===== config.mk =====
export PLATFORM = sky130hd
export DESIGN_NAME = per_key_window_quota_limiter_core
export DESIGN_NICKNAME = d
export VERILOG_FILES = /design/src/hdl/pkwql_pkg.sv /design/src/hdl/per_key_window_quota_limiter_core.sv
export SDC_FILE = /design/constraint.sdc
export NUM_CORES = 2
export LEC_CHECK = 0
export BUFFER_PORTS_ARGS = -buffer_cell sky130_fd_sc_hd__clkbuf_2
export CAP_MARGIN = 20
export CELL_PAD_IN_SITES_DETAIL_PLACEMENT = 0
export CELL_PAD_IN_SITES_GLOBAL_PLACEMENT = 1
export CORE_MARGIN = 1.5
export CORE_UTILIZATION = 52
export DETAILED_ROUTE_END_ITERATION = 6
export GPL_TIMING_DRIVEN = 0
export HOLD_SLACK_MARGIN = 0.06
export PLACE_DENSITY = 0.8
export RECOVER_POWER = 100
export SYNTH_ARGS = -nofsm -noshare
export SYNTH_HDL_FRONTEND = slang
export SYNTH_SLANG_ARGS = --single-unit

===== constraint.sdc =====
create_clock -name clk -period 13.7 [get_ports clk]
set_input_delay 0 -clock clk [delete_from_list [all_inputs] [get_ports clk]]
set_output_delay 0 -clock clk [all_outputs]
set_load 0.1 [all_outputs]

===== src/hdl/pkwql_pkg.sv =====
`timescale 1ns / 1ps
`default_nettype none

package pkwql_pkg;

    // Key table geometry
    localparam int TABLE_ENTRIES = 16;

    // Field widths
    localparam int KEY_W      = 32;
    localparam int LEN_W      = 16;
    localparam int SEC_W      = 32;
    localparam int NSEC_W     = 30;
    localparam int COUNT_W    = 32;
    localparam int QUOTA_W    = 32;
    localparam int WINDOW_W   = 8;
    localparam int OVERHEAD_W = 8;
    localparam int CFG_IDX_W  = 2;
    localparam int CFG_DATA_W = 32;

    // Register reset values
    localparam logic [QUOTA_W-1:0]    QUOTA_RESET    = QUOTA_W'(10240);
    localparam logic [WINDOW_W-1:0]   WINDOW_RESET   = WINDOW_W'(1);
    localparam logic [OVERHEAD_W-1:0] OVERHEAD_RESET = OVERHEAD_W'(2);

    // Saturation limit for sums and drop counts
    localparam logic [COUNT_W-1:0] COUNT_MAX = {COUNT_W{1'b1}};

    // Configuration register indexes
    typedef enum logic [CFG_IDX_W-1:0] {
        CFG_QUOTA    = 2'd0,
        CFG_WINDOW   = 2'd1,
        CFG_OVERHEAD = 2'd2
    } cfg_reg_t;

    // One key table entry
    typedef struct packed {
        logic [KEY_W-1:0]   key;
        logic [COUNT_W-1:0] sum;
        logic [COUNT_W-1:0] drops;
        logic [SEC_W-1:0]   start_sec;
        logic [NSEC_W-1:0]  start_nsec;
    } entry_t;

endpackage

`default_nettype wire


===== src/hdl/per_key_window_quota_limiter_core.sv =====
// Channel   Direction  Handshake             Payload
// in        input      in_valid / in_stall   is_app_log, domain_id, msg_len, time_sec, time_nsec
// out       output     out_valid / out_stall drop, reported_drops, untracked
// cfg       input      cfg_valid / cfg_ready cfg_index, cfg_data
//
// One transaction per cycle sustained while out_stall is low; an input is held in the input register,
// then the table lookup and update land in the result register.
// All 16 table entries are matched in parallel, so each event is decided without a search pass.
// Reset clears the entry valid bits and loads the register defaults; no clearing pass.
// A stalled result holds the input register, which raises in_stall in the same cycle.
// cfg_ready is always high; writes to an index beyond the register list are ignored.
`timescale 1ns / 1ps
`default_nettype none

module per_key_window_quota_limiter_core
(
    input  wire  logic                              clk,
    input  wire  logic                              rst_n,

    input  wire  logic                              in_valid,
    output logic                                    in_stall,
    input  wire  logic                              is_app_log,
    input  wire  logic [pkwql_pkg::KEY_W-1:0]       domain_id,
    input  wire  logic [pkwql_pkg::LEN_W-1:0]       msg_len,
    input  wire  logic [pkwql_pkg::SEC_W-1:0]       time_sec,
    input  wire  logic [pkwql_pkg::NSEC_W-1:0]      time_nsec,

    output logic                                    out_valid,
    input  wire  logic                              out_stall,
    output logic                                    drop,
    output logic [pkwql_pkg::COUNT_W-1:0]           reported_drops,
    output logic                                    untracked,

    input  wire  logic                              cfg_valid,
    output logic                                    cfg_ready,
    input  wire  logic [pkwql_pkg::CFG_IDX_W-1:0]   cfg_index,
    input  wire  logic [pkwql_pkg::CFG_DATA_W-1:0]  cfg_data
);

    localparam int N = pkwql_pkg::TABLE_ENTRIES;

    // Configuration registers
    logic [pkwql_pkg::QUOTA_W-1:0]    quota_reg;
    logic [pkwql_pkg::WINDOW_W-1:0]   window_reg;
    logic [pkwql_pkg::OVERHEAD_W-1:0] overhead_reg;

    // Input register
    logic                              s1_valid_reg;
    logic                              s1_valid_next;
    logic                              s1_app_reg;
    logic [pkwql_pkg::KEY_W-1:0]       s1_key_reg;
    logic [pkwql_pkg::LEN_W-1:0]       s1_len_reg;
    logic [pkwql_pkg::SEC_W-1:0]       s1_sec_reg;
    logic [pkwql_pkg::NSEC_W-1:0]      s1_nsec_reg;

    // Key table
    logic [N-1:0]                      entry_valid_reg;
    logic [N-1:0]                      entry_valid_next;
    pkwql_pkg::entry_t                 entry_reg [N];
    pkwql_pkg::entry_t                 entry_next;

    // Result register
    logic                              out_valid_reg;
    logic                              out_valid_next;
    logic                              drop_reg;
    logic                              drop_next;
    logic [pkwql_pkg::COUNT_W-1:0]     rep_drops_reg;
    logic [pkwql_pkg::COUNT_W-1:0]     rep_drops_next;
    logic                              untracked_reg;
    logic                              untracked_next;

    // Decision logic
    logic                              in_accept;
    logic                              proc_fire;
    logic [pkwql_pkg::LEN_W:0]         len_diff;
    logic [pkwql_pkg::LEN_W-1:0]       payload;
    logic [N-1:0]                      hit_vec;
    logic [N-1:0]                      free_vec;
    logic [N-1:0]                      free_oh;
    logic [N-1:0]                      wr_vec;
    logic                              any_hit;
    logic                              any_free;
    pkwql_pkg::entry_t                 hit_entry;
    logic [pkwql_pkg::SEC_W:0]         end_sec;
    logic                              ended;
    logic [pkwql_pkg::COUNT_W:0]       sum_add;
    logic [pkwql_pkg::COUNT_W-1:0]     sum_sat;
    logic [pkwql_pkg::COUNT_W-1:0]     drops_sat;

    // Advance when the result register is empty or being drained
    assign proc_fire = s1_valid_reg && (!out_valid_reg || !out_stall);
    assign in_stall  = s1_valid_reg && !proc_fire;
    assign in_accept = in_valid && !in_stall;
    assign cfg_ready = 1'b1;

    // Payload: length minus overhead, clamped at zero
    assign len_diff = {1'b0, s1_len_reg} - {{(pkwql_pkg::LEN_W + 1 - pkwql_pkg::OVERHEAD_W){1'b0}},
                                            overhead_reg};
    assign payload  = len_diff[pkwql_pkg::LEN_W] ? '0 : len_diff[pkwql_pkg::LEN_W-1:0];

    // Match all entries in parallel; pick the lowest free entry
    always_comb
    begin
        for (int i = 0; i < N; i++)
        begin
            hit_vec[i] = entry_valid_reg[i] && (entry_reg[i].key == s1_key_reg);
        end
    end

    assign free_vec = ~entry_valid_reg;
    assign free_oh  = free_vec & (~free_vec + N'(1));
    assign any_hit  = |hit_vec;
    assign any_free = |free_vec;

    // Select the matching entry (keys are unique, so at most one hit)
    always_comb
    begin
        hit_entry = '0;
        for (int i = 0; i < N; i++)
        begin
            hit_entry = hit_entry | ({$bits(pkwql_pkg::entry_t){hit_vec[i]}} & entry_reg[i]);
        end
    end

    // Window end and saturating updates
    assign end_sec   = {1'b0, hit_entry.start_sec}
                     + {{(pkwql_pkg::SEC_W + 1 - pkwql_pkg::WINDOW_W){1'b0}}, window_reg};
    assign ended     = ({1'b0, s1_sec_reg} > end_sec)
                     || (({1'b0, s1_sec_reg} == end_sec) && (s1_nsec_reg > hit_entry.start_nsec));
    assign sum_add   = {1'b0, hit_entry.sum}
                     + {{(pkwql_pkg::COUNT_W + 1 - pkwql_pkg::LEN_W){1'b0}}, payload};
    assign sum_sat   = sum_add[pkwql_pkg::COUNT_W] ? pkwql_pkg::COUNT_MAX
                                                   : sum_add[pkwql_pkg::COUNT_W-1:0];
    assign drops_sat = (hit_entry.drops == pkwql_pkg::COUNT_MAX) ? pkwql_pkg::COUNT_MAX
                                                                 : hit_entry.drops + 1'b1;

    // Decide the event and build the entry write
    always_comb
    begin
        entry_next            = hit_entry;
        drop_next             = 1'b0;
        rep_drops_next        = '0;
        untracked_next        = 1'b0;
        wr_vec                = '0;
        if (!s1_app_reg)
        begin
            if (any_hit)
            begin
                wr_vec = hit_vec;
                if (ended)
                begin
                    rep_drops_next        = hit_entry.drops;
                    entry_next.sum        = {{(pkwql_pkg::COUNT_W - pkwql_pkg::LEN_W){1'b0}},
                                             payload};
                    entry_next.drops      = '0;
                    entry_next.start_sec  = s1_sec_reg;
                    entry_next.start_nsec = s1_nsec_reg;
                end
                else if (hit_entry.sum <= quota_reg)
                begin
                    entry_next.sum = sum_sat;
                end
                else
                begin
                    entry_next.drops = drops_sat;
                    drop_next        = 1'b1;
                end
            end
            else if (any_free)
            begin
                wr_vec                = free_oh;
                entry_next.key        = s1_key_reg;
                entry_next.sum        = {{(pkwql_pkg::COUNT_W - pkwql_pkg::LEN_W){1'b0}}, payload};
                entry_next.drops      = '0;
                entry_next.start_sec  = s1_sec_reg;
                entry_next.start_nsec = s1_nsec_reg;
            end
            else
            begin
                untracked_next = 1'b1;
            end
        end
        if (!proc_fire)
        begin
            wr_vec = '0;
        end
    end

    // Control next values
    always_comb
    begin
        s1_valid_next = s1_valid_reg;
        if (in_accept)
        begin
            s1_valid_next = 1'b1;
        end
        else if (proc_fire)
        begin
            s1_valid_next = 1'b0;
        end

        out_valid_next = out_valid_reg;
        if (proc_fire)
        begin
            out_valid_next = 1'b1;
        end
        else if (out_valid_reg && !out_stall)
        begin
            out_valid_next = 1'b0;
        end

        entry_valid_next = entry_valid_reg | wr_vec;
    end

    // Hold control state and configuration
    always_ff @(posedge clk or negedge rst_n)
    begin
        if (!rst_n)
        begin
            s1_valid_reg    <= 1'b0;
            out_valid_reg   <= 1'b0;
            entry_valid_reg <= '0;
            quota_reg       <= pkwql_pkg::QUOTA_RESET;
            window_reg      <= pkwql_pkg::WINDOW_RESET;
            overhead_reg    <= pkwql_pkg::OVERHEAD_RESET;
        end
        else
        begin
            s1_valid_reg    <= s1_valid_next;
            out_valid_reg   <= out_valid_next;
            entry_valid_reg <= entry_valid_next;
            if (cfg_valid && cfg_ready)
            begin
                unique case (cfg_index)
                    pkwql_pkg::CFG_QUOTA:
                    begin
                        quota_reg <= cfg_data[pkwql_pkg::QUOTA_W-1:0];
                    end
                    pkwql_pkg::CFG_WINDOW:
                    begin
                        window_reg <= cfg_data[pkwql_pkg::WINDOW_W-1:0];
                    end
                    pkwql_pkg::CFG_OVERHEAD:
                    begin
                        overhead_reg <= cfg_data[pkwql_pkg::OVERHEAD_W-1:0];
                    end
                    default:
                    begin
                        quota_reg <= quota_reg;
                    end
                endcase
            end
        end
    end

    // Load the input register
    always_ff @(posedge clk)
    begin
        if (in_accept)
        begin
            s1_app_reg  <= is_app_log;
            s1_key_reg  <= domain_id;
            s1_len_reg  <= msg_len;
            s1_sec_reg  <= time_sec;
            s1_nsec_reg <= time_nsec;
        end
    end

    // Write back the updated entry
    always_ff @(posedge clk)
    begin
        for (int i = 0; i < N; i++)
        begin
            if (wr_vec[i])
            begin
                entry_reg[i] <= entry_next;
            end
        end
    end

    // Load the result register
    always_ff @(posedge clk)
    begin
        if (proc_fire)
        begin
            drop_reg      <= drop_next;
            rep_drops_reg <= rep_drops_next;
            untracked_reg <= untracked_next;
        end
    end

    assign out_valid      = out_valid_reg;
    assign drop           = drop_reg;
    assign reported_drops = rep_drops_reg;
    assign untracked      = untracked_reg;

`ifndef SYNTHESIS
    // A key is reported untracked only once every entry is taken
    assert property (@(posedge clk) disable iff (!rst_n)
        (out_valid_reg && untracked_reg) |-> (&entry_valid_reg))
        else $error("untracked result while a table entry is free");

    // Entries are never released once claimed
    assert property (@(posedge clk) disable iff (!rst_n)
        ((entry_valid_reg & $past(entry_valid_reg)) == $past(entry_valid_reg)))
        else $error("table entry valid bit cleared");

    // A result is at most one of dropped, restart report or untracked
    assert property (@(posedge clk) disable iff (!rst_n)
        out_valid_reg |-> !(drop_reg && untracked_reg)
                          && !(drop_reg && (rep_drops_reg != '0))
                          && !(untracked_reg && (rep_drops_reg != '0)))
        else $error("conflicting result flags");

    // At most one entry matches a key
    assert property (@(posedge clk) disable iff (!rst_n)
        s1_valid_reg |-> $onehot0(hit_vec))
        else $error("duplicate key in table");
`endif

endmodule

`default_nettype wire

==> results.cfg <==
[status]
status = finished, violations left
violations = design-rule violations, max-capacitance violations, max-slew violations, negative setup slack

[cells_and_area]
final_nets = 8111
area_delta_synth_final_pct = 20.30
fin_area_um2 = 133500
fillers = 15080
layout_common_cells = 2,673 x edfxtp_1, 550 x a22o_1, 496 x a221oi_1
layout-drive-gt1-share_pct = 16.21
largest_reg_flops = 2528
final_common_cell = edfxtp_1

[worst_setup_path]
cp_max_fo = 16
cp.required_ps = 14240
slowest_stage = clkdlybuf4s18_2
max_stage_delay_ps = 790
reg2regPathDepth = 46
r2r-end = entry_reg[1][797]$_DFFE_PP_
rrSetupSlack_ps = -90
crit_type = reg -> reg
worstSetupEndpointType = flip-flop
r2r-start = s1_key_reg[18]$_DFFE_PP_
cp-start-kind = flip-flop
crit_top_cell = buf_4
arrival_ps = 14340

[min_path]
worstHoldPathType = in -> reg
hold_depth = 3
hold_end = overhead_reg[3]$_DFFE_PN0P_
hp-start = cfg_data[3]

[synth]
yosysTopAreaCell = edfxtp_1
ys_ff_latch = 2739
synth_cell_types = 97
synth_flop_cell = edfxtp_1
syn_inst = 6753
ys_top_cells_by_area = edfxtp_1 72%, a22o_1 4.3%, a221oi_1 3.9%, xnor2_1 2.5%, a22oi_1 1.6%
synth_edf_count = 2673
avgSynthCellArea_um2 = 16.43
synth_seq_area_share_pct = 73.83
synth_top_area_share_pct = 72.34
async_reset_ff_share_pct = 2.410
syn_area_um2 = 111000
ys_warn_count = 0
syn_nets = 7033

[pwr]
finalPower_mw = 18.66
ir_drop_mv = 0.1447
power_density_nw_per_um2 = 139.8
p_leak_nw = 45.99

[clocking]
tritoncts = yes
cts_buffer_depth = 4
insertion_delay_ps = 980
cts_htree_levels = 5
cts_buffers = 297
clkSlewWorstSetupHoldPaths_ps = 60
cts-root-buf = clkbuf_16
cts_sinks = 2739

[timing]
fmax_mhz = 72.51
timing.hold.ws_ps = 150.7
finalHoldViolCount = 0
maxSlewHeadroom_pct = -172.0
clock_skew_ps = 76.09
setup_tns_ps = -4356
report.final.slew_viol_count = 164
worstMarginPinSlew_ps = 4080
fin_crit_ps = 13790
setup_violations = 120
fin_crit_sh_pct = 100.7
setup_ws_ps = -91.89
grt_setup_unrepaired = yes

[flow_run]
maxCapViolations = 3

[floorplanning]
start_util_pct = 52.32
dieArea_um2 = 216200
dieHeight_um = 464.9
coreArea_um2 = 212100
rows = 169
boundaryPins = 187
die_w_um = 464.9

[drt]
vias = 77590
drc = 29
vias_per_cell = 7.124
drt_iter0_markers = 15120
ant_nets = 0
routedWlPerCell_um = 41.52
dr.pass1.iters = 7
routed_wirelength_um = 452200

[placed_design]
port_buffers = 185
dp_hpwl_um = 307800
place_congestion = 1.056
place_ws_ps = -3374
dpl-instance-area_um2 = 120200

[global_route]
grt.overflow.total = 0
antenna_found_initial = 36
grt_use_met1_pct = 55.98
grt_pass1_wl_um = 604400
grt_pass1_vias = 71600
grt-busiest-layer = met2
grt_start_max_net_pins = 60
use_met3_pct = 12.65
grtUsageTotal_pct = 41.13
grt_use_met2_pct = 58.31
-- worst max-delay path: cells and delay by family, from the launching register on --
| family | cells | cell delay [ps] |
|---|---|---|
| simple gates | 15 | 4000 |
| flops | 1 | 360 |
| compound gates | 13 | 3340 |
| buf+inv | 13 | 4200 |
| fa+ha+maj | 2 | 590 |
| mux | 1 | 100 |
| xor+xnor | 2 | 620 |
-- synthesized netlist by cell type (79+ instances only) --
cell type  instances
a21oi_1          112
a221oi_1         496
a22o_1           550
a22oi_1          239
buf_2             94
buf_4             92
clkbuf_1         108
edfxtp_1        2673
ha_1             127
inv_1            102
nand2_1          209
nand3_1          111
nand4_1          203
nor2_1           239
nor4_1            79
o21ai_0          111
xnor2_1          317
xor2_1           203
-- per-layer routing --
layer,vias up,share of wire (%)
met1,38740,35
met5,-,0.022
li1,29790,-
met3,1542,16
met4,14,7.4
met2,7509,42
-- repair_timing --
item / CTS / global route
setup buffers: 12 / 1
pin swaps: 5 / 2
hold endpoints to repair: 372 / 0
hold buffers: 344 / 0
gates resized for setup: 138 / 44
setup endpoints to repair: 2049 / 1738
-- cell type report --
cell class,count,area [um2],area share (%)
repair buffers,796,8977,6.725
multi-input cells,3497,27030,20.25
flip-flops and latches,2739,81920,61.37
well taps,2821,3530,2.644
clock inverters,139,1174,0.8792
diodes,28,70.07,0.05249
plain buffers,395,2494,1.868
inverters,105,394.1,0.2953
clock buffers,371,7899,5.917
-- power by group --
part | total, mW | switching (mW) | internal, mW
registers | 9.63 | 0.120 | 9.51
logic | 1.30 | 0.910 | 0.393
clock network | 7.73 | 3.29 | 4.43
total | 18.7 | 4.32 | 14.3
-- metrics by stage --
step	utilization, %	cells
CTS	62.85	10850
global placement	54.42	9759
finish	62.94	10890
detailed placement	56.66	9997
floorplan	-	6753
global route	62.91	10870
-- how the worst max path moves through the flow --
stage	depth (start not counted)	start	slack, ps	endpoint
after CTS	47	s1_key_reg[27]$_DFFE_PP_	8	entry_reg[0][639]$_DFFE_PP_
after global placement	17	s1_key_reg[3]$_DFFE_PP_	-14720	entry_reg[0][0]$_DFFE_PP_
after floorplan	16	s1_key_reg[5]$_DFFE_PP_	2020	entry_reg[0][0]$_DFFE_PP_
after detailed placement	45	s1_key_reg[18]$_DFFE_PP_	-3370	entry_reg[0][0]$_DFFE_PP_
after global routing	46	s1_key_reg[18]$_DFFE_PP_	-20	entry_reg[0][480]$_DFFE_PP_
final	46	s1_key_reg[18]$_DFFE_PP_	-90	entry_reg[1][797]$_DFFE_PP_
-- kinds of logic (layout without fill, tap and decap cells) --
kind of cell | after synthesis | count (layout) | share of synthesized area [%]
other | 1 | 29 | 0.003380
and+or+nand+nor | 1124 | 1124 | 5.582
AOI/OAI and AO/OA | 1703 | 1703 | 12.32
muxes | 19 | 19 | 0.1917
adders and majority gates | 130 | 130 | 1.486
DFF | 2739 | 2739 | 73.83
buffers and inverters | 517 | 1806 | 2.481
xor gates and xnor gates | 520 | 520 | 4.104
Power figures use the tool's default switching activity.
